==> config.mk <==
export PLATFORM = sky130hd
export DESIGN_NAME = pmfr_ram
export DESIGN_NICKNAME = d
export VERILOG_FILES = /design/src/hdl/pmfr_ram.sv
export SDC_FILE = /design/constraint.sdc
export NUM_CORES = 1
export LEC_CHECK = 0
export BUFFER_PORTS_ARGS = -buffer_cell sky130_fd_sc_hd__buf_2
export CAP_MARGIN = 10
export CORE_UTILIZATION = 35
export CTS_CLUSTER_SIZE = 30
export DETAILED_ROUTE_END_ITERATION = 8
export PLACE_DENSITY_LB_ADDON = 0.05
export SYNTH_ARGS = -nofsm -noshare
export SYNTH_HDL_FRONTEND = slang
export SYNTH_SLANG_ARGS = --single-unit
==> constraint.sdc <==
create_clock -name i_clk -period 6 [get_ports i_clk]
set_input_delay 1.8 -clock i_clk [delete_from_list [all_inputs] [get_ports i_clk]]
set_output_delay 1.8 -clock i_clk [all_outputs]
set_load 0.01 [all_outputs]
==> src/hdl/pmfr_ram.sv <==
// ----------------------------------------------------------------------------
// pmfr_ram
// Generic single-write, single-read RAM with a registered read port.
// ----------------------------------------------------------------------------
module pmfr_ram #(
    parameter int WIDTH = 8,
    parameter int DEPTH = 16
) (
    input  logic                                      i_clk,
    input  logic                                      i_we,
    input  logic [((DEPTH > 1) ? $clog2(DEPTH) : 1)-1:0] i_waddr,
    input  logic [WIDTH-1:0]                          i_wdata,
    input  logic                                      i_re,
    input  logic [((DEPTH > 1) ? $clog2(DEPTH) : 1)-1:0] i_raddr,
    output logic [WIDTH-1:0]                          o_rdata
);

    logic [WIDTH-1:0] r_mem [DEPTH];
    logic [WIDTH-1:0] r_rdata;

    // Write port.
    always_ff @(posedge i_clk) begin
        if (i_we) begin
            r_mem[i_waddr] <= i_wdata;
        end
    end

    // Read port; the data holds until the next read.
    always_ff @(posedge i_clk) begin
        if (i_re) begin
            r_rdata <= r_mem[i_raddr];
        end
    end

    assign o_rdata = r_rdata;

endmodule

==> run metrics <==
internal power 1620 µW; Hold Crit Class register to register; TritonRoute pass-1 iters 4; # port buffers 26; DRT Wirelength ~11000 µm; Die X 124 µm; CP startpoint i_raddr[0]; initial drt markers between 100 and 150; post-placement cell count around 430; switching share of total power 20.7%; num ports 27; drc violations 0; clock skew 0.00650 ns; max incr delay on CP 0.59 ns; CP bufs+invs 2; post-DR vias/cell about 5.1; Worst Setup End Kind register; Mapped Area ~5200 µm²; Worst Path Required approximately 6.2 ns; RR Startpoint r_mem[11][7]; mux cell area share after synthesis 14.8%; #FFs+latches synth between 100 and 150; vias in the first global route around 2500; post-route ant nets 0; Final Slew Violations 0; post-synthesis xor/xnor area fraction 0%; MaxCap Viol Count 0; hold-fix buffers at CTS 0; PostCTS Resize Cnt 0; post-synthesis sequential area ratio between 70% and 80%; outcome complete, no violations; Max-slew headroom 29.8%; DPL Wire Length 6670 µm; share of layout cells above drive strength 1 27.5%; GR Util All Layers 15.2%; f_max between 0.2 and 0.3 GHz; HP Start r_mem[4][1]; n_diodes 0; routed via count 2365; Die Area approximately 15000 µm²; Fin. Hold Viols 0; core area 14500 µm²; Avg Inst Size Synth around 23 µm²; critical setup path kind input port to register; number of distinct library cells after synthesis 18; clock share of power between 40% and 50%; Die Y 124 µm; PD cells about 340 nW/µm²; Final Non-Filler Cells 464; antenna violations before repair 1; Synth Warn # 0; Slowest-stage cell, CP mux4_1; period utilisation layout between 50% and 60%; CTS root buffer clkbuf_16; clk_lat worst skew just over 0.4 ns; Sw Pwr approximately 420 µW; Final nets between 200 and 300; cell family with most CP delay buffers and inverters; clock-pin slew on the worst setup and hold paths approximately 0.060 ns; total negative slack 0 ns; Final setup viols 0; CP arrival between 3 and 4 ns; Net Count, Synth between 200 and 250; pin slew with the least headroom to its limit between 1 and 1.5 ns; CTS Buffer Depth 2; Synth Area in Adders 0%; Syn Inst Count 229; GRT overflow 0; Post-Synth Simple-Gate Area under 10%; critical path launch point type input port; commonest non-fill, non-tap cell in the layout edfxtp_1; part of the power in registers about 53%; CTS tree built; largest net degree at the start of global routing 33; first-pass GRT wire length 16200 µm; Cell Chain, Critical Path buf_2 -> buf_4 -> mux4_1 -> a22oi_1 -> nand2_1; Final Util about two fifths; DR WL/cell roughly 23 µm; Final min period approximately 3.5 ns; fraction of the mapped netlist area in compound gates 2.30%; # Post-CTS Setup Buffers 0; Initial Util a little over a third; VDD IR max ~0.00018 V; # fillers 1302; Gate power share under 10%; H-tree Lvls 4; CP Max Fanout 20; Clock Sinks around 140; commonest non-fill, non-tap cells in the layout 136 x edfxtp_1, 26 x buf_2, 18 x mux4_2, 17 x clkbuf_16, 16 x a22oi_1; RSZ-0062 raised after global routing no; routability congestion estimate about 0.7; synth-to-layout area growth 15.4%; largest family of logic cells by synthesized area multiplexers; total CTS buffers 17; count of standard-cell rows between 40 and 50; Leakage between 0.0015 and 0.002 µW
## sequential cells by signal (all words and copies together) (netlist names)
name,count
r_mem,128
o_rdata,8
## kinds of logic (layout without fill, tap and decap cells)
| logic type | after synthesis | after routing |
|---|---|---|
| simple gates | 35 | 35 |
| flops | 136 | 136 |
| buf+inv | 10 | 61 |
| mux | 32 | 32 |
| compound gates | 16 | 16 |
## synth_stat cells
cell	count	area (µm²)
nand3b_1	2	15.0
or3b_2	1	8.76
mux4_1	14	368
nand2b_1	2	12.5
clkdlybuf4s25_2	3	30.0
nor2b_1	1	6.26
nor3_1	4	20.0
edfxtp_1	136	4080
nand3_1	1	5.00
nand2_1	9	33.8
mux4_2	18	405
buf_6	3	33.8
nor2_1	13	48.8
and2b_1	1	7.51
buf_4	1	7.51
buf_2	3	15.0
and2_1	1	6.26
a22oi_1	16	120
## path summary, 6_finish.rpt
path | endpoint | slack (ns) | depth (start not counted)
worst max-delay path | o_rdata[3] | 2.51 | 5
worst min register to register | o_rdata[1] | 0.76 | 3
worst max register to register | o_rdata[7] | 4.50 | 3
worst min-delay path | o_rdata[1] | 0.76 | 3
## through the flow
step | power (µW) | setup WS [ns] | area, µm² | hold slack (ns)
after floorplan | 1150 | 2.71 | 5230 | 0.705
after global placement | 1190 | 2.06 | 5530 | 0.743
after detailed placement | 1190 | 2.05 | 5530 | 0.746
after CTS | 2070 | 2.49 | 6030 | 0.755
after global routing | 2120 | 2.36 | 6030 | 0.798
final | 2050 | 2.51 | 6030 | 0.757
## metal layers
metal / track usage [%] / wire, µm / vias to the layer above
li1: - / - / 1057
met1: 21.2 / 5270 / 1241
met2: 21.9 / 4970 / 54
met3: 5.17 / 412 / 11
met4: 5.53 / 106 / 2
met5: 0 / 13 / -
## tightest hold or removal path: stages, from the launching register on
cell and delay, ns:
edfxtp_1 0.31, mux4_1 0.22, a22oi_1 0.06, nand2_1 0.06
## power by group through the flow
stage	clock, µW	sequential (µW)	combinational [µW]
after CTS	897	1080	98.3
after detailed placement	0	1100	98.0
after global placement	0	1100	97.7
after floorplan	0	1100	54.0
final	875	1080	94.7
after global routing	934	1080	105
## layout make-up
cell class | count | area (µm²) | area share (%)
Clock buffer | 19 | 433 | 7.18
Tap cell | 184 | 230 | 3.82
Sequential cell | 136 | 4080 | 67.7
Multi-Input combinational cell | 83 | 1070 | 17.7
Clock inverter | 13 | 63.8 | 1.06
Timing Repair Buffer | 29 | 153 | 2.53
Note: power is estimated with default switching activity, not from simulation.
