## src/hdl/pmfr_pkg.sv

```systemverilog
// ----------------------------------------------------------------------------
// pmfr_pkg
// Shared types, field widths and codes of the page map with free run search.
// ----------------------------------------------------------------------------
package pmfr_pkg;

    // Widths of the request and result fields as they travel on the ports.
    localparam int ACTION_W = 2;
    localparam int PAGE_W   = 10;
    localparam int FRAME_W  = 20;
    localparam int COUNT_W  = 11;
    localparam int STATUS_W = 2;

    // The run counter looks at this many pages of a table word per cycle.
    localparam int CHUNK_LOG  = 3;
    localparam int CHUNK_BITS = 1 << CHUNK_LOG;

    // Request kinds.
    localparam logic [ACTION_W-1:0] ACT_MAP   = 2'd0;
    localparam logic [ACTION_W-1:0] ACT_UNMAP = 2'd1;
    localparam logic [ACTION_W-1:0] ACT_FIND  = 2'd2;
    localparam logic [ACTION_W-1:0] ACT_NONE  = 2'd3;

    // Result status codes.
    localparam logic [STATUS_W-1:0] ST_DONE     = 2'd0;
    localparam logic [STATUS_W-1:0] ST_FALLBACK = 2'd1;
    localparam logic [STATUS_W-1:0] ST_NONE     = 2'd2;
    localparam logic [STATUS_W-1:0] ST_NOTHING  = 2'd3;

    // Outcome of counting free pages over one chunk of a table word.
    typedef struct packed {
        logic                 hit;          // the run reached the wanted length
        logic                 hit_in_chunk; // that run started inside this chunk
        logic [CHUNK_LOG-1:0] hit_pos;      // its start position in the chunk
        logic                 tail_new;     // the open run started in this chunk
        logic [CHUNK_LOG-1:0] tail_pos;     // its start position in the chunk
        logic [COUNT_W-1:0]   count;        // length of the open run afterwards
    } t_run_res;

endpackage

```

## src/hdl/pmfr_run_step.sv

```systemverilog
// ----------------------------------------------------------------------------
// pmfr_run_step
// Counts free pages over one chunk of a table word and spots the first run
// of the wanted length.
// ----------------------------------------------------------------------------
module pmfr_run_step
    import pmfr_pkg::*;
(
    input  logic [CHUNK_BITS-1:0] i_used,   // present bit of each page
    input  logic [CHUNK_BITS-1:0] i_mask,   // page lies inside the table
    input  logic [COUNT_W-1:0]    i_count,  // open run length coming in
    input  logic [COUNT_W-1:0]    i_want,
    output t_run_res              o_res
);

    // Walk the chunk in page order; positions outside the table are skipped.
    always_comb begin
        t_run_res res;
        res       = '0;
        res.count = i_count;
        for (int i = 0; i < CHUNK_BITS; i++) begin
            if (i_mask[i] && !res.hit) begin
                if (!i_used[i]) begin
                    if (res.count == '0) begin
                        res.tail_new = 1'b1;
                        res.tail_pos = CHUNK_LOG'(i);
                    end
                    res.count = res.count + 1'b1;
                    if (res.count == i_want && i_want != '0) begin
                        res.hit          = 1'b1;
                        res.hit_in_chunk = res.tail_new;
                        res.hit_pos      = res.tail_pos;
                    end
                end else begin
                    res.count = '0;
                end
            end
        end
        o_res = res;
    end

endmodule

```

## config.mk

```make
export PLATFORM = sky130hd
export DESIGN_NAME = pmfr_run_step
export DESIGN_NICKNAME = d
export VERILOG_FILES = /design/src/hdl/pmfr_pkg.sv /design/src/hdl/pmfr_run_step.sv
export SDC_FILE = /design/constraint.sdc
export NUM_CORES = 1
export LEC_CHECK = 0
export ABC_CLOCK_PERIOD_IN_PS = 31300
export BUFFER_PORTS_ARGS = -buffer_cell sky130_fd_sc_hd__buf_2
export CAP_MARGIN = 0
export CORE_MARGIN = 1.5
export CORE_UTILIZATION = 65
export DETAILED_ROUTE_END_ITERATION = 8
export PLACE_DENSITY_LB_ADDON = 0.12
export SLEW_MARGIN = 10
export SYNTH_ARGS = -nofsm -noshare
export SYNTH_HDL_FRONTEND = slang
export SYNTH_SLANG_ARGS = --single-unit
```

## constraint.sdc

```tcl
create_clock -name vclk -period 31.3
set_clock_uncertainty 0.1 [all_clocks]
set_input_delay 1.565 -clock vclk [all_inputs]
set_output_delay 1.565 -clock vclk [all_outputs]
set_load 0.02 [all_outputs]
```

==> impl_results.md <==
* Outcome: finished, final reports clean
* RSZ-0062 raised after global routing: false
* VDD IR-drop max at 0.01349 mV
* Number of hold violations in the final report at 0
* Share of cells above drive strength 1 at 14.77%
* # diodes at 0
* I/O Buffers at 58
* Core ar. at 0.01277 sq mm
* Register area share after synthesis at 0%
* Leakage power at 3.209 nW
* Drt total wl at 33150 um
* Total gr overflow at 0
* GRT met2 Usage at 68.42%
* Filler instances at 1175
* Chip Height at 118.2 um
* Gate count after technology mapping at 1249
* Detailed-route DRC error count at 0
* Netlist cell types at 128
* DR vias/cell at 7.663
* Drt initial violations at 1784
* Clkbuf count at 0
* Die area at 0.01397 sq mm
* Worst path slowest cell: nor2_2
* Required time of the critical path at 29.64 ns
* Syn Area/Cell at 6.907 sq um
* Met3 Use GR at 10.28%
* Largest net degree at the start of global routing at 24
* Row count at 41
* Post-CTS Hold Buffers at 0
* CP Launch Point: i_want[3]
* Register area at 0 sq um
* Max Cap Violations at 0
* GRT Overall Usage at 45.11%
* Via count at 10810
* Fin Setup TNS at 0 ns
* Worst Max-Slew Pin Slew at 1.125 ns
* Hold_ws at 3.450 ns
* WL/cell at 23.49 um
* Area contributors post-synth: xnor2_1, nor2_1, nand2_1
* Critical-path maximum fanout at 23
* Clock period minus worst slack at 15.02 ns
* Syn Nets at 1303
* Dominant cell type by area after synthesis: xnor2_1
* WP data arrival at 13.36 ns
* Pwr dens at 19.44 mW/mm^2
* Width of the die at 118.2 um
* Min-Delay Path Class: in -> out
* DP HPWL at 25390 um
* FMAX at 66.57 MHz
* IO Pins at 58
* Global placement routability congestion at 1.077
* HP Start: i_used[7]
* Startpoint types: input port
* Initial Utilization at 67.54%
* Pre-antenna DRT Iters at 7
* Synth top cells by count: nor2_1, nand2_1, xnor2_1
* First-pass GRT wire length at 51650 um
* Final #Nets at 1295
* Setup CP Type: in -> out
* Pwr Total at 0.0001709 W
* Max-slew headroom at 24.30%
* Period utilization at 47.99%
* Hold Crit Depth at 3
* Final antenna-violating net count at 0
* Final Util at 68.83%
* Sequential cell count at 0
* Vias in the first global route at 9504
* Grt peak-use layer: met2
* Synth Cell Area at 0.008627 sq mm
* Crit path buffers/inverters at 4
* Crit. End Element: primary output
* CP peak stage delay at 0.78 ns
* Max-slew violations at 0
* Warnings, synthesis at 0
* Top-count cell post-synth: nor2_1
* Area growth syn-to-layout at 1.914%
* Post-CTS setup buffer count at 0
* Initial antenna violation count at 0
* CP top delay family: simple AND/OR/NAND/NOR gates
* Post-CTS Resized at 0
* M1 GR Usage at 61.37%
* Crit. path cell count at 35
* Post-synth top area share at 9.848%
* Finish-stage setup viols at 0
[area by class of cell]
cell class	count	area, sq um	area share [%]
inverters	47	176.4	2.007
multi-input cells	1127	8058	91.65
well taps	172	215.2	2.448
repair buffers	65	342.8	3.899
[tightest hold or removal path, stage by stage]
cell	delay (ns)
buf_2	0.17
o22ai_1	0.09
buf_2	0.16
[report_power, final]
group	switching (W)	total, W	leakage (nW)	internal (W)
Clock	0	0	0	0
Combinational	0.000111	0.000171	3.21	0.0000595
Sequential	0	0	0	0
Total	0.000111	0.000171	3.21	0.0000595
[per-layer routing]
metal	vias to the layer above	routed length, um
met5	-	0
met4	0	1698
met3	174	4734
met2	887	13720
met1	4918	13000
li1	4833	-
[layout by cell type (no fill, tap or decap), types with 8 or more instances in the layout]
master / count
a21o_1: 8
xnor3_1: 10
o21a_1: 8
xor2_1: 10
o21ai_1: 13
or3_1: 19
a211o_1: 8
or2_2: 12
a22oi_1: 8
buf_2: 58
nand2b_1: 11
mux2i_1: 17
o21ai_0: 48
nor2_1: 107
a22o_1: 8
a211oi_1: 22
nor4_2: 8
nand3_1: 52
o211ai_1: 17
and2_1: 23
inv_1: 44
nor4_1: 25
and3_1: 28
ha_1: 16
nor3_1: 58
xnor2_1: 97
o22ai_1: 25
nand2_1: 101
a31oi_1: 14
nand4_1: 39
a21oi_1: 61
[stage by stage]
step / instances / cell area, sq um / worst slack, ns
final: 1411 / 8792 / 16.28
after CTS: 1411 / 8792 / 16.74
after global routing: 1411 / 8792 / 15.81
after floorplan: 1249 / 8627 / 18.52
after global placement: 1411 / 8792 / 16.85
after detailed placement: 1411 / 8792 / 16.76
[worst paths after layout]
kind / slack, ns / endpoint
max: 16.28 / o_res[15]
min: 3.45 / o_res[3]
[cells by family (layout without fill, tap and decap cells)]
logic type,after synthesis,in the layout,share of synthesized area [%]
AOI/OAI and AO/OA,393,393,35.53
xor gates and xnor gates,117,117,13.47
adders and majority gates,16,16,2.320
buffers and inverters,122,112,6.599
muxes,27,27,3.394
and+or+nand+nor,574,574,38.68
Note: power is estimated with default switching activity, not from simulation.
